$ cat src/rtl/fmiq_pkg.sv
// fmiq_pkg: shared types and constants of the fm i/q modulator
// polynomial coefficients of the q30 sine approximation, cell payload structs
// no dependencies
package fmiq_pkg;

  localparam int unsigned Q_BITS = 31;
  localparam int unsigned HORNER_STEPS = 5;

  localparam logic [Q_BITS-1:0] Q30_ONE = 31'h4000_0000;

  localparam logic [Q_BITS-1:0] C1  = 31'd1686629713;
  localparam logic [Q_BITS-1:0] C3  = 31'd693598668;
  localparam logic [Q_BITS-1:0] C5  = 31'd85569306;
  localparam logic [Q_BITS-1:0] C7  = 31'd5026995;
  localparam logic [Q_BITS-1:0] C9  = 31'd172273;
  localparam logic [Q_BITS-1:0] C11 = 31'd3864;

  localparam logic [Q_BITS-1:0] HORNER_COEF [HORNER_STEPS] = '{C9, C7, C5, C3, C1};

  localparam int unsigned AMP_BITS = 15;
  localparam logic [AMP_BITS-1:0] AMP_RESET = 15'd16383;

  typedef enum logic [1:0] {
    QUAD_0 = 2'd0,
    QUAD_1 = 2'd1,
    QUAD_2 = 2'd2,
    QUAD_3 = 2'd3
  } fmiq_quad_t;

  typedef struct packed {
    fmiq_quad_t        quad;
    logic [Q_BITS-1:0] xs;
    logic [Q_BITS-1:0] xc;
  } fmiq_angle_t;

  typedef struct packed {
    fmiq_quad_t        quad;
    logic [Q_BITS-1:0] xs;
    logic [Q_BITS-1:0] xc;
    logic [Q_BITS-1:0] x2s;
    logic [Q_BITS-1:0] x2c;
    logic [Q_BITS-1:0] ys;
    logic [Q_BITS-1:0] yc;
  } fmiq_poly_t;

  typedef struct packed {
    logic              neg_i;
    logic              neg_q;
    logic [Q_BITS-1:0] si;
    logic [Q_BITS-1:0] sq;
  } fmiq_sine_t;

endpackage

$ cat src/rtl/fmiq_horner_cell.sv
// fmiq_horner_cell: one horner step y = coef - x2*y for sine and cosine lanes
// identical cells chained, one coefficient each
// depends on fmiq_pkg
module fmiq_horner_cell (
  input  logic                 clk,
  input  logic                 rst,
  input  logic [30:0]          coef,
  input  logic                 in_valid,
  output logic                 in_ready,
  input  fmiq_pkg::fmiq_poly_t in_data,
  output logic                 out_valid,
  input  logic                 out_ready,
  output fmiq_pkg::fmiq_poly_t out_data
);

  logic [61:0]          prod_s;
  logic [61:0]          prod_c;
  fmiq_pkg::fmiq_poly_t data_next;

  assign in_ready = !out_valid || out_ready;

  always_comb begin
    prod_s       = 62'(in_data.x2s) * 62'(in_data.ys);
    prod_c       = 62'(in_data.x2c) * 62'(in_data.yc);
    data_next    = in_data;
    data_next.ys = coef - prod_s[60:30];
    data_next.yc = coef - prod_c[60:30];
  end

  always_ff @(posedge clk) begin
    if (rst) begin
      out_valid <= 1'b0;
    end else if (in_ready) begin
      out_valid <= in_valid;
    end
  end

  always_ff @(posedge clk) begin
    if (in_valid && in_ready) begin
      out_data <= data_next;
    end
  end

endmodule

$ cat config.mk
export PLATFORM = sky130hd
export DESIGN_NAME = fmiq_horner_cell
export DESIGN_NICKNAME = d
export VERILOG_FILES = /design/src/rtl/fmiq_pkg.sv /design/src/rtl/fmiq_horner_cell.sv
export SDC_FILE = /design/constraint.sdc
export NUM_CORES = 2
export LEC_CHECK = 0
export BUFFER_PORTS_ARGS = -buffer_cell sky130_fd_sc_hd__buf_2
export CORE_ASPECT_RATIO = 0.7
export CORE_MARGIN = 2
export CORE_UTILIZATION = 47
export CTS_CLUSTER_DIAMETER = 200
export DETAILED_ROUTE_END_ITERATION = 10
export PLACE_DENSITY_LB_ADDON = 0.1
export SYNTH_ARGS = -nofsm -noshare
export SYNTH_HDL_FRONTEND = slang
export SYNTH_SLANG_ARGS = --single-unit
$ cat constraint.sdc
create_clock -name clk -period 13.3 [get_ports clk]
set_clock_uncertainty 0.15 [all_clocks]
set_input_delay 2.66 -clock clk [delete_from_list [all_inputs] [get_ports clk]]
set_output_delay 2.66 -clock clk [all_outputs]
set_load 0.005 [all_outputs]
Word level (Yosys, flattened, before mapping)
Index checks and enable logic that the tools add are counted.
- add/sub/neg operators: 2
- multipliers: 2
- reductions and logical operators: 3
- operators with widths (cell ; number):
    $mul 31x31->61 ; 2
    $sub 31x31->31 ; 2
    $logic_and 1x1->1 ; 1
    $logic_not 1->1 ; 1
    $logic_or 1x1->1 ; 1
- register bits: 189
- input bits: 223
- logic and storage cells: 15

Longest topological paths before layout
- word-level depth: 3
- mapped depth: 39

Least setup slack after synthesis
OpenSTA, ideal clock, no wires.
- kind: input to register
- start point: in in_data[4] (netlist bit)
- end point: reg out_data[30] (netlist bit) (data pin)
- library setup time: 268 ps
- arrival: 11179 ps
- data required time: 12882 ps
- slack: 1703 ps
- stages on the path: 34
- cells stage by stage: clkbuf_1 > and2_1 > fa_1 > fa_1 > fa_1 > inv_1 > fa_1 > inv_1 > fa_1 > inv_1 > fa_1 > inv_1 > fa_1 > fa_1 > ha_1 > a21o_1 > a211o_1 > o2111ai_2 > nand2_1 > a221o_1 > o211a_1 > or2_2 > a31o_2 > ha_1 > and3_1 > a221o_1 > a21oi_1 > o31ai_1 > a31oi_1 > a21oi_1 > a41oi_1 > a21oi_1 > o221ai_1 > xnor3_1
- RTL lines (item ; line ; text):
    from (decl) ; fmiq_horner_cell.sv:10 ; input fmiq_pkg::fmiq_poly_t in_data,
    to (signal assigned) ; fmiq_horner_cell.sv:40 ; out_data <= data_next;
    to (decl) ; fmiq_horner_cell.sv:13 ; output fmiq_pkg::fmiq_poly_t out_data

==> impl_metrics.yaml <==
finish:
  area_growth_pct: 6.90
  final_area_mm2: 0.0725
  fin_nets: 9687
  drive_above_1_share_pct: 8.38
sta:
  rsz0062_at_grt: "false"
  hold_viol_final: 0
  post-route-min-period_ns: 12.72
  timing.final.crit_share_pct: 95.7
  tns_ns: 0
  setup_viol: 0
  holdWs_ns: 0.386
  worstMarginPinSlew_ns: 1.19
  relSlewSlack_pct: 20.7
  report.final.slew_viol_count: 0
  max_freq_mhz: 78.6
logic_synthesis:
  syn-cell-area_mm2: 0.0678
  yosys_warnings: 0
  synth_area_per_cell_um2: 9.63
  synth.area.mux_share_pct: 0
  yosys.area.top_type_share_pct: 49.3
  synth-compound-area-share_pct: 3.95
  synth_xor_area_share_pct: 1.62
  synth-simple-area-share_pct: 15.9
  yosys_most_used_dff: "edfxtp_1"
  synthTopCellsByArea: "fa_1 49%, ha_1 10%, inv_1 8.5%, and2_1 8.4%, edfxtp_1 8.3%"
  synth_cell_types: 62
  syn_inst: 7046
  seq_area_frac_synth_pct: 8.35
  async_flop_share_pct: 0
  synth_top_area_cell: "fa_1"
  synth_fa_ha_area_share_pct: 59.5
  synth_nets: 9493
  synth_edf_count: 188
  synth-seq-cells: 189
  synth_top_family_by_area: "adder cells"
clock_tree:
  cts_tree: "yes"
  cts_made_buffers: 17
  clock-sinks: 189
  clockBufferDepth: 2
  cts_resized: 0
  holdBufCountCts: 0
  cts-root-buf: "clkbuf_16"
  postCtsSetupBuffers: 0
  worstSkewPairLatency_ns: 0.55
  clkTransAtPathRegs_ns: 0.10
  htree_levels: 4
floorplanning:
  die_area_mm2: 0.147
  core_mm2: 0.143
  row_count: 116
  die_h_um: 322
  num_io_pins: 413
  initial_core_util_pct: 47.4
  chipWidth_um: 458
worst_hold_path:
  min_path_type: "reg2reg"
  holdPathStages: 2
detailed_routing:
  wl_um: 203000
  viasPerCell: 5.27
  drc: 0
  drtPass1Iterations: 6
  wire_per_inst_um: 22.2
  ant_nets: 0
  drtIter0Drc: 3323
  vias: 48200
global_route:
  overflow: 0
  grt_max_degree: 63
  antenna_found_initial: 27
  grtUsageTotal_pct: 28.8
  grt_pass1_vias: 52700
  grt_pass1_wl_um: 319000
setup_path:
  path_delay_family: "adder cells"
  critPathLaunchType: "input pin"
  ff2ff_path_depth: 3
  cp_data_required_time_ns: 13.45
  end_kind: "flip-flop"
  slowest_stage: "o311ai_0"
  cpPeakStageDelay_ns: 0.69
  arrival_ns: 12.87
  critPathBufInv: 5
  crit_path_max_fanout: 19
  cp_common_cell: "fa_1"
  crit_cells: 34
  crit_type: "in2reg"
job:
  drv_cap: 0
placed_design:
  gp_congestion: 0.921
  place_area_mm2: 0.0719
  port_buffers: 412
  dp_hpwl_um: 165000
status:
  status: "finished, final reports clean"
[kinds of logic after synthesis]
kind of cell,Yosys count
simple gates,2181
fa+ha+maj,2224
xor+xnor,124
buf+inv,1924
compound gates,404
flops,189
[placed cells by master (no fill, tap or decap), drive strengths merged, types with 80 or more instances in the layout]
cell type,instances
buf,554
xnor2,80
ha,552
a21oi,114
a21o,89
edfxtp,188
inv,1550
and2,911
nand2,1066
fa,1672
[Yosys cell counts, drive strengths merged (4+ instances only)]
cell	instances
nor2	68
a211oi	14
nand4	26
nor2b	13
o21a	18
nor3	18
or2	13
a31oi	16
a2111oi	6
xor2	43
o211a	4
nand2	1066
o2111ai	4
o22ai	4
and3	17
clkbuf	380
xnor2	80
o21ai	65
nand2b	12
a21boi	7
and4	7
o41ai	4
o21bai	14
ha	552
inv	1544
a211o	6
a221oi	4
edfxtp	188
o31ai	8
and2	911
o31a	4
a21o	89
fa	1672
nand3	21
a21oi	114
[worst reg2reg max path, cell delays in order, from the launching register on]
cell,delay (ns)
dfxtp_1,0.33
nand2b_1,0.10
and2_4,0.54
buf_4,0.77
[state kept, by name (all words and copies together), names as in the netlist]
name	count
out_data	188
out_valid	1
[per-layer routing]
metal | routed length [µm] | global-route usage, % | vias up
met1 | 92600 | 42.6 | 25100
met5 | 57 | 0 | -
met3 | 16800 | 6.29 | 239
li1 | - | - | 21100
met4 | 4780 | 6.37 | 8
met2 | 88400 | 43.3 | 1752
[worst paths after layout]
kind,slack [ns],end,startpoint
setup / recovery,0.58,out_data[60],in_data[108]
setup reg to reg,10.91,out_data[15],out_valid
hold reg to reg,0.39,out_valid,out_valid
hold / removal,0.39,out_valid,out_valid
[layout make-up]
type | instances | area (µm²)
Antenna cell | 8 | 20.0
Clock buffer | 18 | 429
Clock inverter | 14 | 149
Fill cell | 13400 | 70600
Inverter | 1544 | 5800
Multi-Input combinational cell | 4933 | 55000
Sequential cell | 189 | 5670
Tap cell | 1888 | 2360
Timing Repair Buffer | 555 | 3140
[stage by stage]
stage | setup WS, ns | utilization (%) | std cells
final | 0.578 | 50.7 | 9149
after CTS | 0.764 | 50.7 | 9141
after floorplan | 1.70 | - | 7046
after global routing | 0.106 | 50.7 | 9143
after global placement | 0.230 | 50.2 | 9109
after detailed placement | 0.174 | 50.2 | 9109
Power is left out: the tool's default activity adds up to more than one toggle a clock period on the data nets, which glitch-free logic cannot reach.
