===== src/rtl/fmiq_pkg.sv =====
// fmiq_pkg: shared types and constants of the fm i/q modulator
// polynomial coefficients of the q30 sine approximation, cell payload structs
// no dependencies
package fmiq_pkg;

  localparam int unsigned Q_BITS = 31;
  localparam int unsigned HORNER_STEPS = 5;

  localparam logic [Q_BITS-1:0] Q30_ONE = 31'h4000_0000;

  localparam logic [Q_BITS-1:0] C1  = 31'd1686629713;
  localparam logic [Q_BITS-1:0] C3  = 31'd693598668;
  localparam logic [Q_BITS-1:0] C5  = 31'd85569306;
  localparam logic [Q_BITS-1:0] C7  = 31'd5026995;
  localparam logic [Q_BITS-1:0] C9  = 31'd172273;
  localparam logic [Q_BITS-1:0] C11 = 31'd3864;

  localparam logic [Q_BITS-1:0] HORNER_COEF [HORNER_STEPS] = '{C9, C7, C5, C3, C1};

  localparam int unsigned AMP_BITS = 15;
  localparam logic [AMP_BITS-1:0] AMP_RESET = 15'd16383;

  typedef enum logic [1:0] {
    QUAD_0 = 2'd0,
    QUAD_1 = 2'd1,
    QUAD_2 = 2'd2,
    QUAD_3 = 2'd3
  } fmiq_quad_t;

  typedef struct packed {
    fmiq_quad_t        quad;
    logic [Q_BITS-1:0] xs;
    logic [Q_BITS-1:0] xc;
  } fmiq_angle_t;

  typedef struct packed {
    fmiq_quad_t        quad;
    logic [Q_BITS-1:0] xs;
    logic [Q_BITS-1:0] xc;
    logic [Q_BITS-1:0] x2s;
    logic [Q_BITS-1:0] x2c;
    logic [Q_BITS-1:0] ys;
    logic [Q_BITS-1:0] yc;
  } fmiq_poly_t;

  typedef struct packed {
    logic              neg_i;
    logic              neg_q;
    logic [Q_BITS-1:0] si;
    logic [Q_BITS-1:0] sq;
  } fmiq_sine_t;

endpackage


===== src/rtl/fmiq_product_cell.sv =====
// fmiq_product_cell: final x*y of the polynomial and quadrant mapping
// routes sine and cosine magnitudes with their signs to i and q
// depends on fmiq_pkg
module fmiq_product_cell (
  input  logic                 clk,
  input  logic                 rst,
  input  logic                 in_valid,
  output logic                 in_ready,
  input  fmiq_pkg::fmiq_poly_t in_data,
  output logic                 out_valid,
  input  logic                 out_ready,
  output fmiq_pkg::fmiq_sine_t out_data
);

  logic [61:0]          prod_s;
  logic [61:0]          prod_c;
  logic [30:0]          sin_mag;
  logic [30:0]          cos_mag;
  fmiq_pkg::fmiq_sine_t data_next;

  assign in_ready = !out_valid || out_ready;

  always_comb begin
    prod_s  = 62'(in_data.xs) * 62'(in_data.ys);
    prod_c  = 62'(in_data.xc) * 62'(in_data.yc);
    sin_mag = in_data.xs[30] ? fmiq_pkg::Q30_ONE : prod_s[60:30];
    cos_mag = in_data.xc[30] ? fmiq_pkg::Q30_ONE : prod_c[60:30];
    unique case (in_data.quad)
      fmiq_pkg::QUAD_0: begin
        data_next = '{neg_i: 1'b0, neg_q: 1'b0, si: cos_mag, sq: sin_mag};
      end
      fmiq_pkg::QUAD_1: begin
        data_next = '{neg_i: 1'b1, neg_q: 1'b0, si: sin_mag, sq: cos_mag};
      end
      fmiq_pkg::QUAD_2: begin
        data_next = '{neg_i: 1'b1, neg_q: 1'b1, si: cos_mag, sq: sin_mag};
      end
      default: begin
        data_next = '{neg_i: 1'b0, neg_q: 1'b1, si: sin_mag, sq: cos_mag};
      end
    endcase
  end

  always_ff @(posedge clk) begin
    if (rst) begin
      out_valid <= 1'b0;
    end else if (in_ready) begin
      out_valid <= in_valid;
    end
  end

  always_ff @(posedge clk) begin
    if (in_valid && in_ready) begin
      out_data <= data_next;
    end
  end

endmodule


===== config.mk =====
export PLATFORM = sky130hd
export DESIGN_NAME = fmiq_product_cell
export DESIGN_NICKNAME = d
export VERILOG_FILES = /design/src/rtl/fmiq_pkg.sv /design/src/rtl/fmiq_product_cell.sv
export SDC_FILE = /design/constraint.sdc
export NUM_CORES = 2
export LEC_CHECK = 0
export BUFFER_PORTS_ARGS = -buffer_cell sky130_fd_sc_hd__buf_2
export CELL_PAD_IN_SITES_DETAIL_PLACEMENT = 0
export CELL_PAD_IN_SITES_GLOBAL_PLACEMENT = 2
export CORE_MARGIN = 4
export CORE_UTILIZATION = 30
export CTS_CLUSTER_SIZE = 12
export DETAILED_ROUTE_END_ITERATION = 10
export MAX_ROUTING_LAYER = met4
export PLACE_DENSITY = 0.61
export SYNTH_ARGS = -nofsm -noshare
export SYNTH_HDL_FRONTEND = slang
export SYNTH_SLANG_ARGS = --single-unit

===== constraint.sdc =====
create_clock -name clk -period 18.2 [get_ports clk]
set_input_delay 1.82 -clock clk [delete_from_list [all_inputs] [get_ports clk]]
set_output_delay 1.82 -clock clk [all_outputs]
set_load 0.005 [all_outputs]

# Word level (Yosys, flattened, before mapping)
# Index checks and enable logic that the tools add are counted.
# op_classes
muxes	3
n_mul	2
eq_ne	2
n_reduce_logical	4
# ops
cell	n
64-bit case mux with 3 select lines	1
31-bit by 31-bit multiplier with 61-bit output	2
31-bit 2-to-1 mux	2
2-bit by 1-bit == test with 1-bit output, second input constant	1
2-bit == test, second input constant	1
2-bit logical NOT	1
1-bit logical AND	1
1-bit logical NOT	1
1-bit logical OR	1
# word_totals
reg_bits	65
wordCells	16
out_inout_bits	66
inputBits	192

# Depth between registers and ports, before layout
# depth
depth_word	3
mapped_depth	29
mapped_depth_nobuf	27

# Least setup slack after synthesis
# No wires, ideal clock.
# synth_path
path_type	input port to flip-flop
from	in in_data[154] (netlist bit)
to	reg out_data[57] (netlist bit), data pin
stages	27
required_ps	17941
setup_time_ps	259
slack_ps	9358
n_path_buf	2
t_arrival_ps	8583
cell_sequence	clkbuf_1 > clkbuf_1 > nand2_1 > fa_1 > inv_1 > fa_1 > inv_1 > fa_1 > inv_1 > ha_1 > fa_1 > fa_1 > fa_1 > inv_1 > fa_1 > inv_1 > ha_1 > a21oi_1 > a21boi_0 > o21a_1 > o211ai_2 > a31oi_4 > a2111oi_4 > nor4_1 > or3_1 > a32oi_1 > nand2_1
# synth_rtl
element	line_no	rtl
start: declaration	fmiq_product_cell.sv:9	input fmiq_pkg::fmiq_poly_t in_data,
end signal: assignment	fmiq_product_cell.sv:54	out_data <= data_next;
end: declaration	fmiq_product_cell.sv:12	output fmiq_pkg::fmiq_sine_t out_data

==> run metrics <==
Arrival @ worst endpoint=10.56 ns; CP startpoint kind=input pin; Tot GR Track Use=0.203; detailed-route wire length per cell=22.1 µm; relative slew slack=0.228; most common cell after layout, fill and taps aside=fa_1; pin count of the biggest net entering global routing=65; synthesized net count=9150; DR WL met3=7020 µm; Die X=466 µm; RSZ-0062 raised after global routing=false; met1 WL=94200 µm; CTS tree=done; Residual DRC=0; commonest non-fill, non-tap cells in the layout=fa_1 (1670), inv_1 (1549), nand2_1 (1002); worst clock skew=0.00703 ns; clk slew on worst S/H paths=0.07 ns; Post-CTS Setup Bufs=0; layout cell share with drive strength beyond 1=0.0476; Rows=167; DRT Pass-1 Iters=6; largest fanout on the critical path=31; Fmax=0.0956 GHz; post-synthesis compound-gate area fraction=0.0398; #FFs+latches synth=65; htree depth=3; Max clock buf depth=2; synthesized area=63000 µm²; final hold vios=0; root buf cell=clkbuf_16; Synth-to-Final Area Change=6.05%; via count=44800; Main synth FF type=edfxtp_1; Initial Util=0.303; synthesized area per cell=9.28 µm²; Setup Crit Path Kind=input pin to flip-flop; vias in the first global route=50200; setup_tns=0 ns; IO buf count=195; Synth Area in Adders=0.629; WP data required=18.30 ns; antenna violations before repair=18; die height=466 µm; HP Class=flip-flop to flip-flop; DP HPWL=153000 µm; WL met2=106000 µm; routability cong.=0.796; Tightest Pin Transition=1.16 ns; CTS Buf Count=9; status=finished, final reports clean; Tmin final=10.46 ns; Hold-fix buffers, CTS=0; sequential share of the synthesized area=0.0308; I/O pins=258; Gate Count Post-Synth=6792; layout net count=9028; first-pass GRT wire length=324000 µm; Final Setup Violations=0; Final period util=0.575; DRT antenna net count=0; core area=208000 µm²; fraction of registers with async set/reset=0; Synth warnings=0; CTS-repair resized insts=0; Final Max Tran Viols=0; Synth Area in Simple Gates=0.176; multiplexer share of the synthesized area=0.000318; clk sinks=65; total wire length=209000 µm; Top Metal Used=met4; crit end category=flip-flop; largest family of logic cells by synthesized area=adder cells; drt via density=4.73; Post-synth EDFFs=64; Synth Area in XOR/XNOR=0.00806; clk_lat worst skew=0.35 ns; GR Overflow Total=0; distinct cell type count after synthesis=72; die area=217000 µm²; DRT iter0 DRCs=2195; max-cap violations=0
-- final timing paths --
check                    start      endpoint  slack (ns)  cells past startpoint
setup / recovery  in_data[138]  out_data[57]        7.74                     24
hold / removal       out_valid     out_valid        0.52                      2
setup reg to reg     out_valid  out_data[41]       16.58                      3
hold reg to reg      out_valid     out_valid        0.52                      2
-- registers in the layout, indices dropped and copies added (netlist names) --
signal	count
out_data	64
out_valid	1
-- layer usage --
| layer | vias up | global-route usage |
|---|---|---|
| li1 | 19500 | - |
| met5 | - | - |
| met2 | 889 | 0.348 |
| met1 | 24200 | 0.273 |
| met4 | 0 | 0.0194 |
| met3 | 147 | 0.0139 |
-- cell families after synthesis --
family / after synthesis
multiplexers: 2
AO/OA/AOI/OAI: 356
adder cells (fa/ha/maj): 2166
buffers and inverters: 1948
XOR/XNOR: 58
AND/OR/NAND/NOR: 2197
flip-flops: 65
-- per-stage QoR --
stage / hold slack (ns) / setup WS, ns / std cells / utilization / cell area [µm²]
6_report: 0.522 / 7.74 / 9470 / 0.321 / 66800
5_1_grt: 0.556 / 7.33 / 9466 / 0.321 / 66800
4_1_cts: 0.526 / 7.66 / 9463 / 0.321 / 66800
3_5_place_dp: 0.518 / 7.31 / 9447 / 0.320 / 66500
3_3_place_gp: 0.490 / 7.35 / 9447 / 0.320 / 66500
2_1_floorplan: 0.522 / 9.36 / 6792 / - / 63000
-- cell type report --
cell class	instances	area (µm²)
clock inverters	7	52.6
multi-input cells	4779	53800
flip-flops and latches	65	1940
repair buffers	266	1510
inverters	1549	5810
well taps	2788	3490
clock buffers	9	225
diodes	7	17.5
fillers	22000	141000
-- cells in the mapped netlist (all sizes together) (3+ instances only) --
master	n	area share
xor2	22	0.0031
nand2	1002	0.060
o21bai	13	0.0015
xnor2	36	0.0050
a31o	3	0.00042
a32o	6	0.00095
o21a	11	0.0013
nor4	6	0.00060
a21o	41	0.0049
a211oi	22	0.0029
o211ai	8	0.0012
fa	1670	0.53
nor2	48	0.0029
clkbuf	398	0.024
a41oi	4	0.00056
nand2b	9	0.00089
o31ai	7	0.00083
or2	8	0.00079
nand3	26	0.0021
or4	3	0.00036
a221oi	3	0.00042
a2111oi	6	0.0015
o22ai	5	0.00050
nor3b	6	0.00071
edfxtp	64	0.030
nor2b	12	0.0012
o21ai	71	0.0058
inv	1549	0.092
nand4b	4	0.00056
a31oi	7	0.00093
a221o	3	0.00048
a21oi	91	0.0075
and2	995	0.099
a21boi	5	0.00060
nor3	21	0.0018
and4	3	0.00042
nand4	38	0.0038
ha	496	0.098
a22o	33	0.0046
or3	6	0.00060
and3	7	0.00069
-- critical path: stages --
cell and delay, ns:
buf_2 0.77, and2_1 0.27, fa_1 0.46, fa_1 0.62, inv_1 0.08, fa_1 0.57
fa_1 0.45, fa_1 0.55, inv_1 0.05, fa_1 0.45, fa_1 0.51, fa_1 0.46
ha_1 0.38, a21oi_1 0.26, o21ai_0 0.16, a21oi_1 0.55, nor2_1 0.13, o211ai_2 0.29
a31oi_4 0.16, a2111oi_4 0.58, nor4_1 0.12, or3_1 0.44, a32oi_1 0.26, nand2_1 0.10
Power is not shown: default switching activity piles up to over one toggle a cycle in this logic, so the estimate is an artifact.
