--- config.mk ---
export PLATFORM = sky130hd
export DESIGN_NAME = fmiq_square_cell
export DESIGN_NICKNAME = d
export VERILOG_FILES = /design/src/rtl/fmiq_pkg.sv /design/src/rtl/fmiq_square_cell.sv
export SDC_FILE = /design/constraint.sdc
export NUM_CORES = 2
export LEC_CHECK = 0
export BUFFER_PORTS_ARGS = -buffer_cell sky130_fd_sc_hd__buf_2
export CAP_MARGIN = 10
export CORE_AREA = 3 3 443 445
export CTS_CLUSTER_SIZE = 24
export DETAILED_ROUTE_END_ITERATION = 8
export DIE_AREA = 0 0 446 448
export GPL_ROUTABILITY_DRIVEN = 0
export HOLD_SLACK_MARGIN = 0.12
export MAX_ROUTING_LAYER = met4
export SLEW_MARGIN = 20
export SYNTH_ARGS = -nofsm -noshare
export SYNTH_HDL_FRONTEND = slang
export SYNTH_SLANG_ARGS = --single-unit
--- constraint.sdc ---
create_clock -name clk -period 17.7 [get_ports clk]
set_clock_uncertainty 0.2 [all_clocks]
set_input_delay 1.77 -clock clk [delete_from_list [all_inputs] [get_ports clk]]
set_output_delay 1.77 -clock clk [all_outputs]
set_load 0.01 [all_outputs]
--- src/rtl/fmiq_pkg.sv ---
// fmiq_pkg: shared types and constants of the fm i/q modulator
// polynomial coefficients of the q30 sine approximation, cell payload structs
// no dependencies
package fmiq_pkg;

  localparam int unsigned Q_BITS = 31;
  localparam int unsigned HORNER_STEPS = 5;

  localparam logic [Q_BITS-1:0] Q30_ONE = 31'h4000_0000;

  localparam logic [Q_BITS-1:0] C1  = 31'd1686629713;
  localparam logic [Q_BITS-1:0] C3  = 31'd693598668;
  localparam logic [Q_BITS-1:0] C5  = 31'd85569306;
  localparam logic [Q_BITS-1:0] C7  = 31'd5026995;
  localparam logic [Q_BITS-1:0] C9  = 31'd172273;
  localparam logic [Q_BITS-1:0] C11 = 31'd3864;

  localparam logic [Q_BITS-1:0] HORNER_COEF [HORNER_STEPS] = '{C9, C7, C5, C3, C1};

  localparam int unsigned AMP_BITS = 15;
  localparam logic [AMP_BITS-1:0] AMP_RESET = 15'd16383;

  typedef enum logic [1:0] {
    QUAD_0 = 2'd0,
    QUAD_1 = 2'd1,
    QUAD_2 = 2'd2,
    QUAD_3 = 2'd3
  } fmiq_quad_t;

  typedef struct packed {
    fmiq_quad_t        quad;
    logic [Q_BITS-1:0] xs;
    logic [Q_BITS-1:0] xc;
  } fmiq_angle_t;

  typedef struct packed {
    fmiq_quad_t        quad;
    logic [Q_BITS-1:0] xs;
    logic [Q_BITS-1:0] xc;
    logic [Q_BITS-1:0] x2s;
    logic [Q_BITS-1:0] x2c;
    logic [Q_BITS-1:0] ys;
    logic [Q_BITS-1:0] yc;
  } fmiq_poly_t;

  typedef struct packed {
    logic              neg_i;
    logic              neg_q;
    logic [Q_BITS-1:0] si;
    logic [Q_BITS-1:0] sq;
  } fmiq_sine_t;

endpackage

--- src/rtl/fmiq_square_cell.sv ---
// fmiq_square_cell: squares both sine arguments in q30
// seeds the horner chain with the highest coefficient
// depends on fmiq_pkg
module fmiq_square_cell (
  input  logic                  clk,
  input  logic                  rst,
  input  logic                  in_valid,
  output logic                  in_ready,
  input  fmiq_pkg::fmiq_angle_t in_data,
  output logic                  out_valid,
  input  logic                  out_ready,
  output fmiq_pkg::fmiq_poly_t  out_data
);

  logic [61:0] sq_s;
  logic [61:0] sq_c;

  assign in_ready = !out_valid || out_ready;

  always_comb begin
    sq_s = 62'(in_data.xs) * 62'(in_data.xs);
    sq_c = 62'(in_data.xc) * 62'(in_data.xc);
  end

  always_ff @(posedge clk) begin
    if (rst) begin
      out_valid <= 1'b0;
    end else if (in_ready) begin
      out_valid <= in_valid;
    end
  end

  always_ff @(posedge clk) begin
    if (in_valid && in_ready) begin
      out_data.quad <= in_data.quad;
      out_data.xs   <= in_data.xs;
      out_data.xc   <= in_data.xc;
      out_data.x2s  <= sq_s[60:30];
      out_data.x2c  <= sq_c[60:30];
      out_data.ys   <= fmiq_pkg::C11;
      out_data.yc   <= fmiq_pkg::C11;
    end
  end

endmodule

Word level (Yosys, flattened, before mapping):

Cells that the tools add are included.

* flip-flop bits (word level): 127
* input port bits: 68
* output and inout port bits: 190
* logic and storage cells: 11

* multipliers: 2
* reduce and logical (&&, ||, !) cells: 3

Operators by type and width (number)
* $mul 31x31->61: 2
* $logic_and 1x1->1: 1
* $logic_not 1->1: 1
* $logic_or 1x1->1: 1

Depth between registers and ports, before layout:

* depth after elaboration: 3
* depth in mapped cells: 30
* depth with buffers taken out: 28

Worst setup path after synthesis:

OpenSTA, ideal clock, no wires.

* path kind: input port to flip-flop
* start point: in in_data[5] (netlist bit)
* end point: reg out_data[84] (netlist bit) (data pin)
* setup time: 256 ps
* arrival: 8677 ps
* required time: 17244 ps
* slack: 8568 ps
* stages: 28
* path buffers: 2
* cell sequence: clkbuf_1 -> clkbuf_1 -> nand2_1 -> fa_1 -> inv_1 -> fa_1 -> fa_1 -> inv_1 -> fa_1 -> inv_1 -> fa_1 -> inv_1 -> fa_1 -> inv_1 -> fa_1 -> inv_1 -> fa_1 -> inv_1 -> ha_1 -> and4_1 -> and3_1 -> a32o_1 -> o21ai_1 -> nand2_2 -> o21ai_4 -> o31ai_4 -> a2111o_1 -> o211a_1

* longest elaborated chain between the ends: 1

Ends and longest elaborated chain
* start, declared: line fmiq_square_cell.sv:9 `input fmiq_pkg::fmiq_angle_t in_data,`
* $mul 31x31->61: line fmiq_square_cell.sv:22 `sq_c = 62'(in_data.xc) * 62'(in_data.xc);`
* net sq_c[52]: line fmiq_square_cell.sv:16 `logic [61:0] sq_c;`
* end, declared: line fmiq_square_cell.sv:12 `output fmiq_pkg::fmiq_poly_t out_data`

The timed path passes the listed nets, and every way through them passes these cells.
A chain may end at the register's enable or synchronous reset.

Final worst setup path:

* start point: in in_data[46] (netlist bit)
* end point: reg out_data[123] (netlist bit) (data pin)

* longest elaborated chain between the ends: 1

Ends and longest elaborated chain
* $mul 31x31->61: line fmiq_square_cell.sv:21 `sq_s = 62'(in_data.xs) * 62'(in_data.xs);`
* net sq_s[60]: line fmiq_square_cell.sv:15 `logic [61:0] sq_s;`

The timed path passes the listed nets, and every way through them passes these cells.

==> metrics <==
status finished clean; via count of the first global-routing pass 43770; CTS tree done; via count 38561; DRC errors left 0; number of primary I/O pins 258; Die X-Extent 446 µm; required time of the critical path 17.78 ns; deepest clock path buffer count 2; Post-synth EDFFs 126; Avg Synthesized Cell Area 9.74 µm²; hold bufs inserted after CTS 0; pin slew with the least headroom to its limit 1.06 ns; DR WL/cell 17.9 µm; data arrival time of the critical path 10.26 ns; most frequent standard cell in the layout excluding fill and tap cells sky130_fd_sc_hd__inv_1; count of buffers from port buffering 195; Setup Total Neg Slack 0 ns; CP most frequent cell sky130_fd_sc_hd__fa_1; max-slew violation count 0; total gr overflow 0; Vert. Die Dim 448 µm; sort of element at the end of the critical path flip-flop; Inserted Clock Buffers 17; Critical Path Slowest Stage Cell sky130_fd_sc_hd__a41oi_1; total detailed-routing wirelength 153000 µm; clock sink total 127; Setup CP Type in -> reg; initial antenna violation count 9; core region area 0.193 mm²; CTS Root Buffer Type sky130_fd_sc_hd__clkbuf_16; full die area 0.200 mm²; CP cell instances buf_2, inv_1, nor2_1, fa_1, fa_1, inv_1, fa_1, fa_1, fa_1, inv_1, fa_1, fa_1, fa_1, ha_1, a21oi_1, o21ai_0, a211oi_1, o21ai_0, a41oi_1, a21o_1, a211oi_1, a311oi_1, xnor2_1; starting density of the core 0.299; maximum operating frequency 0.0983 GHz; DR vias/cell 4.53; post-CTS setup buffer count 0; area added between synthesis and finish 7.14%; count of cells resized by post-cts repair 0; worst slew margin relative to its limit 0.297; wire length of the first global-routing pass 247000 µm; fraction of registers with async set or reset after synthesis 0; final critical-path share of the clock period 0.575; Post-Syn Area 0.0576 mm²; Routed Antenna Nets 0; number of hold violations in the final report 0; Worst-path clk slew 0.07 ns; count of TritonRoute iterations in the first routing pass 5; final critical delay including setup and external delays 10.18 ns; Worst Setup Start Kind input port; placement row count 161; insertion delay to the later sink of the worst-skew pair 0.54 ns; count of cell types in the netlist 82; unrepaired setup endpoints after global routing no; Post-synth top flop sky130_fd_sc_hd__edfxtp_1; NumNets Final 8049; number of synthesis warnings 0; maximum single-stage delay on the critical path 0.65 ns; part of the Yosys area used for sequential elements 0.0661; worst min-delay path category reg -> reg; start point of the critical path in_data[46]; pin count of the biggest net entering global routing 63; synthesized flop and latch total 127; fraction of final layout cells sized beyond drive strength 1 0.0535; sum of net half-perimeters after detailed placement 119000 µm; worst hold start out_valid$_SDFFE_PP0N_; final setup vio count 0; Max Fanout on Critical Path 28; max-cap violation count 0; overall global routing resource usage 0.165; CTS H-tree depth 4; worst reg2reg startpoint out_valid$_SDFFE_PP0N_; commonest non-fill, non-tap cells in the layout 1855 x sky130_fd_sc_hd__inv_1, 1494 x sky130_fd_sc_hd__fa_1, 555 x sky130_fd_sc_hd__nand2_1; 1st-iter DRT viols 2339; Post-Syn Instances 5908
## layout make-up
class	instances	area [µm²]
Multi-Input combinational cell	3715	45800
Clock inverter	14	158
Fill cell	19872	131000
Clock buffer	18	429
Timing Repair Buffer	244	1340
Sequential cell	127	3800
Inverter	1859	6980
Tap cell	2526	3160
Antenna cell	17	42.5
## path summary, 6_finish.rpt
check                            endpoint  slack, ns  depth (start not counted)
hold / removal     out_valid$_SDFFE_PP0N_       0.32                          2
setup / recovery  out_data[123]$_DFFE_PP_       7.52                         23
hold reg to reg    out_valid$_SDFFE_PP0N_       0.32                          2
setup reg to reg  out_data[100]$_DFFE_PP_      15.27                          3
## state kept, by name (all words and copies together), names as in the netlist
| register | flops |
|---|---|
| out_valid | 1 |
| out_data | 126 |
## logic make-up (layout without fill, tap and decap cells)
logic type	after synthesis	after routing	synth area share
AO/OA/AOI/OAI	357	357	0.0414
XOR/XNOR	107	107	0.0163
adder cells (fa/ha/maj)	2017	2017	0.633
buffers and inverters	2126	2135	0.143
flip-flops	127	127	0.0661
multiplexers	7	7	0.00126
other	2	79	0.000130
AND/OR/NAND/NOR	1165	1165	0.0988
## cell usage after synthesis, drive strengths merged (3+ instances only)
library cell / count / area, µm²
inv: 1855 / 6960
fa: 1494 / 29900
nand2: 557 / 2100
ha: 523 / 6540
and2: 389 / 2440
clkbuf: 193 / 726
a21oi: 132 / 668
edfxtp: 126 / 3780
nor2: 90 / 338
buf: 74 / 523
o21ai: 61 / 320
xnor2: 58 / 508
a21o: 51 / 383
xor2: 49 / 429
nand3: 24 / 120
nand4: 24 / 156
nor2b: 19 / 119
a211oi: 13 / 97.6
o21bai: 13 / 97.6
and3: 12 / 80.1
nor3: 12 / 70.1
o211ai: 12 / 100
or2: 10 / 62.6
a31o: 9 / 78.8
nand2b: 9 / 56.3
a31oi: 8 / 50.1
o21a: 8 / 61.3
a221oi: 6 / 70.1
and4: 5 / 43.8
mux2i: 5 / 50.1
nor4: 5 / 31.3
o22ai: 5 / 31.3
o31ai: 5 / 70.1
or3: 5 / 36.3
a211o: 4 / 35.0
a21boi: 4 / 30.0
a311oi: 4 / 41.3
clkinv: 4 / 15.0
o311ai: 3 / 43.8
## per-stage QoR
step                hold WS, ns  instance area [µm²]   util  setup WS (ns)  std cells
floorplan                 0.393                57800      -           8.57       5968
global placement          0.294                61100  0.317           7.27       8471
detailed placement        0.325                61100  0.317           7.14       8471
CTS                       0.335                61600  0.320           7.74       8503
global route              0.365                61700  0.320           7.20       8516
finish                    0.325                61700  0.320           7.52       8520
## layer usage
metal / up-vias / share of wire / global-route usage
met5: - / 0 / -
met1: 20151 / 0.41 / 0.206
met3: 224 / 0.061 / 0.0254
met2: 1124 / 0.49 / 0.274
li1: 17062 / - / -
met4: 0 / 0.033 / 0.0556
## worst max-delay path, delay by kind of cell
family,cells,cell delay [ns]
buf+inv,4,1.19
compound gates,8,2.39
fa+ha+maj,9,4.41
xor+xnor,1,0.11
simple gates,1,0.35
Power is not shown: default switching activity piles up to over one toggle a cycle in this logic, so the estimate is an artifact.
