===== src/rtl/fmiq_pkg.sv =====
// fmiq_pkg: shared types and constants of the fm i/q modulator
// polynomial coefficients of the q30 sine approximation, cell payload structs
// no dependencies
package fmiq_pkg;

  localparam int unsigned Q_BITS = 31;
  localparam int unsigned HORNER_STEPS = 5;

  localparam logic [Q_BITS-1:0] Q30_ONE = 31'h4000_0000;

  localparam logic [Q_BITS-1:0] C1  = 31'd1686629713;
  localparam logic [Q_BITS-1:0] C3  = 31'd693598668;
  localparam logic [Q_BITS-1:0] C5  = 31'd85569306;
  localparam logic [Q_BITS-1:0] C7  = 31'd5026995;
  localparam logic [Q_BITS-1:0] C9  = 31'd172273;
  localparam logic [Q_BITS-1:0] C11 = 31'd3864;

  localparam logic [Q_BITS-1:0] HORNER_COEF [HORNER_STEPS] = '{C9, C7, C5, C3, C1};

  localparam int unsigned AMP_BITS = 15;
  localparam logic [AMP_BITS-1:0] AMP_RESET = 15'd16383;

  typedef enum logic [1:0] {
    QUAD_0 = 2'd0,
    QUAD_1 = 2'd1,
    QUAD_2 = 2'd2,
    QUAD_3 = 2'd3
  } fmiq_quad_t;

  typedef struct packed {
    fmiq_quad_t        quad;
    logic [Q_BITS-1:0] xs;
    logic [Q_BITS-1:0] xc;
  } fmiq_angle_t;

  typedef struct packed {
    fmiq_quad_t        quad;
    logic [Q_BITS-1:0] xs;
    logic [Q_BITS-1:0] xc;
    logic [Q_BITS-1:0] x2s;
    logic [Q_BITS-1:0] x2c;
    logic [Q_BITS-1:0] ys;
    logic [Q_BITS-1:0] yc;
  } fmiq_poly_t;

  typedef struct packed {
    logic              neg_i;
    logic              neg_q;
    logic [Q_BITS-1:0] si;
    logic [Q_BITS-1:0] sq;
  } fmiq_sine_t;

endpackage


===== src/rtl/fmiq_scale_cell.sv =====
// fmiq_scale_cell: amplitude scaling, saturation and sign, output register
// last cell of the chain, drives the i/q output channel
// depends on fmiq_pkg
module fmiq_scale_cell #(
  parameter int OUT_WIDTH = 16
) (
  input  logic                        clk,
  input  logic                        rst,
  input  logic [14:0]                 amplitude,
  input  logic                        in_valid,
  output logic                        in_ready,
  input  fmiq_pkg::fmiq_sine_t        in_data,
  output logic                        out_valid,
  input  logic                        out_ready,
  output logic signed [OUT_WIDTH-1:0] i_sample,
  output logic signed [OUT_WIDTH-1:0] q_sample
);

  localparam int MW = (OUT_WIDTH > 16) ? OUT_WIDTH : 16;
  localparam logic [MW-1:0] MAX_MAG = MW'((64'd1 << (OUT_WIDTH - 1)) - 64'd1);

  logic [45:0]          prod_i;
  logic [45:0]          prod_q;
  logic [MW-1:0]        mag_i;
  logic [MW-1:0]        mag_q;
  logic [OUT_WIDTH-1:0] sat_i;
  logic [OUT_WIDTH-1:0] sat_q;
  logic [OUT_WIDTH-1:0] i_next;
  logic [OUT_WIDTH-1:0] q_next;

  assign in_ready = !out_valid || out_ready;

  always_comb begin
    prod_i = 46'(amplitude) * 46'(in_data.si);
    prod_q = 46'(amplitude) * 46'(in_data.sq);
    mag_i  = MW'(prod_i[45:30]);
    mag_q  = MW'(prod_q[45:30]);
    sat_i  = (mag_i > MAX_MAG) ? MAX_MAG[OUT_WIDTH-1:0] : mag_i[OUT_WIDTH-1:0];
    sat_q  = (mag_q > MAX_MAG) ? MAX_MAG[OUT_WIDTH-1:0] : mag_q[OUT_WIDTH-1:0];
    i_next = in_data.neg_i ? (~sat_i + 1'b1) : sat_i;
    q_next = in_data.neg_q ? (~sat_q + 1'b1) : sat_q;
  end

  always_ff @(posedge clk) begin
    if (rst) begin
      out_valid <= 1'b0;
    end else if (in_ready) begin
      out_valid <= in_valid;
    end
  end

  always_ff @(posedge clk) begin
    if (in_valid && in_ready) begin
      i_sample <= i_next;
      q_sample <= q_next;
    end
  end

endmodule

===== config.mk =====
export PLATFORM = sky130hd
export DESIGN_NAME = fmiq_scale_cell
export DESIGN_NICKNAME = d
export VERILOG_FILES = /design/src/rtl/fmiq_pkg.sv /design/src/rtl/fmiq_scale_cell.sv
export SDC_FILE = /design/constraint.sdc
export NUM_CORES = 2
export LEC_CHECK = 0
export BUFFER_PORTS_ARGS = -buffer_cell sky130_fd_sc_hd__buf_2
export CAP_MARGIN = 20
export CORE_MARGIN = 2
export CORE_UTILIZATION = 57
export DETAILED_ROUTE_END_ITERATION = 8
export PLACE_DENSITY = 0.75
export RECOVER_POWER = 50
export SYNTH_ARGS = -nofsm -noshare
export SYNTH_HDL_FRONTEND = slang
export SYNTH_SLANG_ARGS = --single-unit

===== constraint.sdc =====
create_clock -name clk -period 10.4 [get_ports clk]
set_input_delay 1.56 -clock clk [delete_from_list [all_inputs] [get_ports clk]]
set_output_delay 1.56 -clock clk [all_outputs]
set_load 0.1 [all_outputs]

After elaboration in Yosys (flattened, before gate mapping)
Index checks and enable logic that the tools add are counted.
{"block": "totals", "register_bits": 33, "in_bits": 83, "out_inout_bits": 34, "word_cells": 18}
{"block": "op_classes", "add_sub_neg": 2, "n_mul": 2, "order_cmp": 2, "mux": 4, "bitwise_logic": 2, "reduce_logical": 3}
{"operator": "$mul A15 B31 Y46", "count": 2}
{"operator": "$mux W16", "count": 4}
{"operator": "$add A16 B1 Y16 const B", "count": 2}
{"operator": "$gt A16 B15 Y1 const B", "count": 2}
{"operator": "$not A16 Y16", "count": 2}
{"operator": "$logic_and A1 B1 Y1", "count": 1}
{"operator": "$logic_not A1 Y1", "count": 1}
{"operator": "$logic_or A1 B1 Y1", "count": 1}

Longest topological paths before layout
{"block": "depth", "word_depth": 6, "mapped_depth": 33, "mapped_depth_nobuf": 28}

Least setup slack after synthesis
OpenSTA, ideal clock, no wires.
{"block": "synth_path", "path_kind": "input to register", "startpoint": "in amplitude[6]", "endpoint": "reg q_sample[14], data pin", "setup_time_ns": 0.274, "arrival_time_ns": 8.618, "required_time_ns": 10.126, "slack_ns": 1.508, "stages": 29, "path_buffers": 4, "cell_sequence": "clkbuf_1 clkbuf_1 nand2_1 fa_1 fa_1 inv_1 fa_1 fa_1 fa_1 inv_1 fa_1 inv_1 ha_1 a21oi_1 o21ai_1 a221oi_2 o31ai_2 nor2_1 o22ai_1 or2_1 clkbuf_1 clkbuf_1 a21oi_1 ha_1 inv_1 a211oi_1 nand4_1 o41ai_1 xor2_1"}
{"block": "synth_between", "elab_chain_len": 6}
{"item": "start, declared", "line": "fmiq_scale_cell.sv:9", "source": "input logic [14:0] amplitude,"}
{"item": "$mul A15 B31 Y46 (*)", "line": "fmiq_scale_cell.sv:35", "source": "prod_q = 46'(amplitude) * 46'(in_data.sq);"}
{"item": "$gt A16 B15 Y1", "line": "fmiq_scale_cell.sv:39", "source": "sat_q = (mag_q > MAX_MAG) ? MAX_MAG[OUT_WIDTH-1:0] : mag_q[OUT_WIDTH-1:0];"}
{"item": "$mux W16 (*)", "line": "fmiq_scale_cell.sv:39"}
{"item": "$not A16 Y16", "line": "fmiq_scale_cell.sv:41", "source": "q_next = in_data.neg_q ? (~sat_q + 1'b1) : sat_q;"}
{"item": "$add A16 B1 Y16", "line": "fmiq_scale_cell.sv:41"}
{"item": "$mux W16 (*)", "line": "fmiq_scale_cell.sv:41"}
{"item": "named net q_next[14]", "line": "fmiq_scale_cell.sv:29", "source": "logic [OUT_WIDTH-1:0] q_next;"}
{"item": "end signal, assigned", "line": "fmiq_scale_cell.sv:55", "source": "q_sample <= q_next;"}
{"item": "end, declared", "line": "fmiq_scale_cell.sv:16", "source": "output logic signed [OUT_WIDTH-1:0] q_sample"}
The timed path passes the listed nets; every way through them passes the cells marked *.
A chain may end at the register's enable or synchronous reset.

Worst setup path after layout
{"block": "layout_path", "startpoint": "in amplitude[4]", "endpoint": "reg q_sample[12], data pin"}
The elaborated chain is that of the path after synthesis.

==> qor.txt <==
Status -> finished, violations left
Failing checks -> capacitance limit, slew limit
Topmost layer with routed signal wires -> met5
Clock slew at reported path FFs -> 0.06 ns
Layout area overhead -> 3.75%
Fill cells -> 4798
Hold Crit Endpoint -> out_valid
Most numerous cell in the Yosys netlist -> inv_1
Final wirelength -> 76.8 mm
Num rows -> 85
Post-synth top cells -> 835 x inv_1, 748 x fa_1, 528 x and2_1
Post-cts hold buffer count -> 0
Top Ports -> 117
Largest family of logic cells by synthesized area -> adder cells
Initial core utilization -> 57.9%
DRT Pass-1 Iters -> 5
Reg2Reg Depth -> 2
Clock sinks -> 33
Fraction of synthesized area in multiplexers -> 0.260%
Post-synth net total -> 4650
Hold Path Cell Cnt -> 2
DIE AREA -> 56800 um2
Simple-Gate Fraction of Synth Area -> 20.1%
Area of the multi-input gates -> 26500 um2
F_max -> 106 MHz
Critical Path AT -> 9.49 ns
Final Slew Violations -> 33
Worst R2R Start -> out_valid
Post-synthesis xor/xnor area fraction -> 1.17%
Routed Antenna Nets -> 0
Largest area contributor in the netlist -> fa_1
Depth of the CTS H-tree -> 2
Final count of hold timing violations -> 0
First-pass GRT wire length -> 131 mm
#FFs+latches synth -> 33
Post-synth EDFFs -> 32
# DRC -> 0
Slew margin rel. -> -63.2%
CTS tree -> done
IO Port Bufs -> 116
Synthesized area per cell -> 8.68 um2
Core Box Area -> 54000 um2
Clk buf depth -> 2
Fraction of final layout cells sized beyond drive strength 1 -> 4.19%
N_diodes -> 0
Synthesized-area fraction occupied by adder cells -> 56.5%
Initial antenna violation count -> 2
Post-Route Utilization -> 60.1%
TNS Setup -> 0 ns
Routed wl met2 -> 37.4 mm
Vias -> 23800
GRT overflow -> 0
DR iter-0 viols -> 1575
CTS buffer count -> 5
Highest net fanout along the worst path -> 31
Syn. warnings -> 0
Synth Instances -> 3603
GPL Wtd Cong -> 0.930
Count of cell types in the netlist -> 82
Reg area -> 981 um2
Fin crit share -> 90.9%
Post-synth top area share -> 47.9%
Synth Area in Compound Gates -> 6.59%
Total track usage -> 28.7%
Minimum hold slack -> 0.513 ns
Wire length on met3 -> 4.93 mm
Largest net degree at the start of global routing -> 63
CP Class -> input pin to flop
Asr flop ratio synth -> 0%
Met1 Wirelength -> 32.7 mm
Worst Tran Pin Value -> 2.45 ns
CP required -> 10.43 ns
Unrepaired setup endpoints after global routing -> false
R2R Setup Slk -> 7.75 ns
Resize count post-CTS -> 0
Main synth FF type -> edfxtp_1
Layout Nets -> 4627
Vias in the first global route -> 25800
Crit path time final -> 9.45 ns
Post-synthesis sequential area ratio -> 3.13%
Die Wd -> 238 um
Type of element launching the critical path -> input pin
HP Start -> out_valid
# setup viols final -> 0
Critical Path Start -> amplitude[4]
Vias per inst -> 5.57
Cell area after synthesis -> 31300 um2
DIE HEIGHT -> 238 um
Routed len/inst -> 18.0 um
Hpwl dp -> 61.5 mm
Hold Path Class -> flop to flop
Clk Latency, worst-skew pair -> 0.30 ns
Post-CTS Setup Repair Bufs -> 0
Crit Reg-Reg Endpoint -> i_sample[8]
Root buf cell -> clkbuf_16
Final Skew -> 0.00328 ns
Maxcap violations -> 1
Synth area leaders -> fa_1 48%, and2_1 11%, inv_1 10%, ha_1 8.6%, nand2_1 5.8%
Endpoint class of the critical path -> flop
## registers in the layout, indices dropped and copies added (netlist names)
register   cells
i_sample      16
out_valid      1
q_sample      16
## placed cells by master, fill, tap and decap left out, types with 37 or more instances in the layout
| cell type | instances |
|---|---|
| a21oi_1 | 105 |
| and2_1 | 527 |
| buf_2 | 85 |
| buf_4 | 37 |
| fa_1 | 748 |
| ha_1 | 216 |
| inv_1 | 835 |
| nand2_1 | 483 |
| nor2_1 | 63 |
| o21ai_0 | 63 |
## cell families after synthesis
| group | Yosys count |
|---|---|
| simple gates | 1211 |
| buf+inv | 1022 |
| compound gates | 324 |
| fa+ha+maj | 964 |
| xor+xnor | 41 |
| mux | 8 |
| flops | 33 |
## stage by stage
stage / instance area (um2) / setup slack, ns / std cells
after CTS: 32500 / 0.992 / 4277
after detailed placement: 32400 / 0.710 / 4269
after global routing: 32500 / 0.529 / 4277
final: 32500 / 0.947 / 4277
after floorplan: 31300 / 1.51 / 3603
after global placement: 32400 / 0.858 / 4269
## per-layer routing
layer  vias to the layer above  GRT usage, %
li1                      10700             -
met1                     12200          40.4
met3                       112          2.39
met2                       822          48.6
met4                         4          6.93
met5                         -             0
## cell type report
cell class / instances / share of cell area (%)
Clock buffer: 8 / 0.420
Tap cell: 696 / 2.68
Multi-Input combinational cell: 2548 / 81.5
Timing Repair Buffer: 156 / 2.71
Inverter: 836 / 9.67
Sequential cell: 33 / 3.02
## worst max-delay path: stages
cell,delay (ns)
buf_2,0.56
buf_4,0.31
and2_1,0.21
fa_1,0.47
inv_1,0.09
fa_1,0.41
inv_1,0.09
fa_1,0.45
fa_1,0.52
fa_1,0.52
inv_1,0.07
fa_1,0.48
inv_1,0.04
ha_1,0.35
a21oi_1,0.31
o211ai_1,0.17
a21boi_1,0.29
a211oi_2,0.18
nor2_1,0.25
o22ai_1,0.19
or2_1,0.29
a21oi_1,0.19
ha_1,0.20
inv_1,0.05
a211oi_1,0.34
nand4_1,0.28
o41ai_1,0.46
xor2_1,0.12
## worst max path at each step
stage	to	slack [ns]	depth (start not counted)
finish	q_sample[12]	0.95	28
global route	q_sample[12]	0.53	28
CTS	q_sample[12]	0.99	28
detailed placement	q_sample[12]	0.71	28
global placement	q_sample[14]	0.86	28
floorplan	q_sample[14]	1.51	29
Power is not shown: default switching activity piles up to over one toggle a cycle in this logic, so the estimate is an artifact.
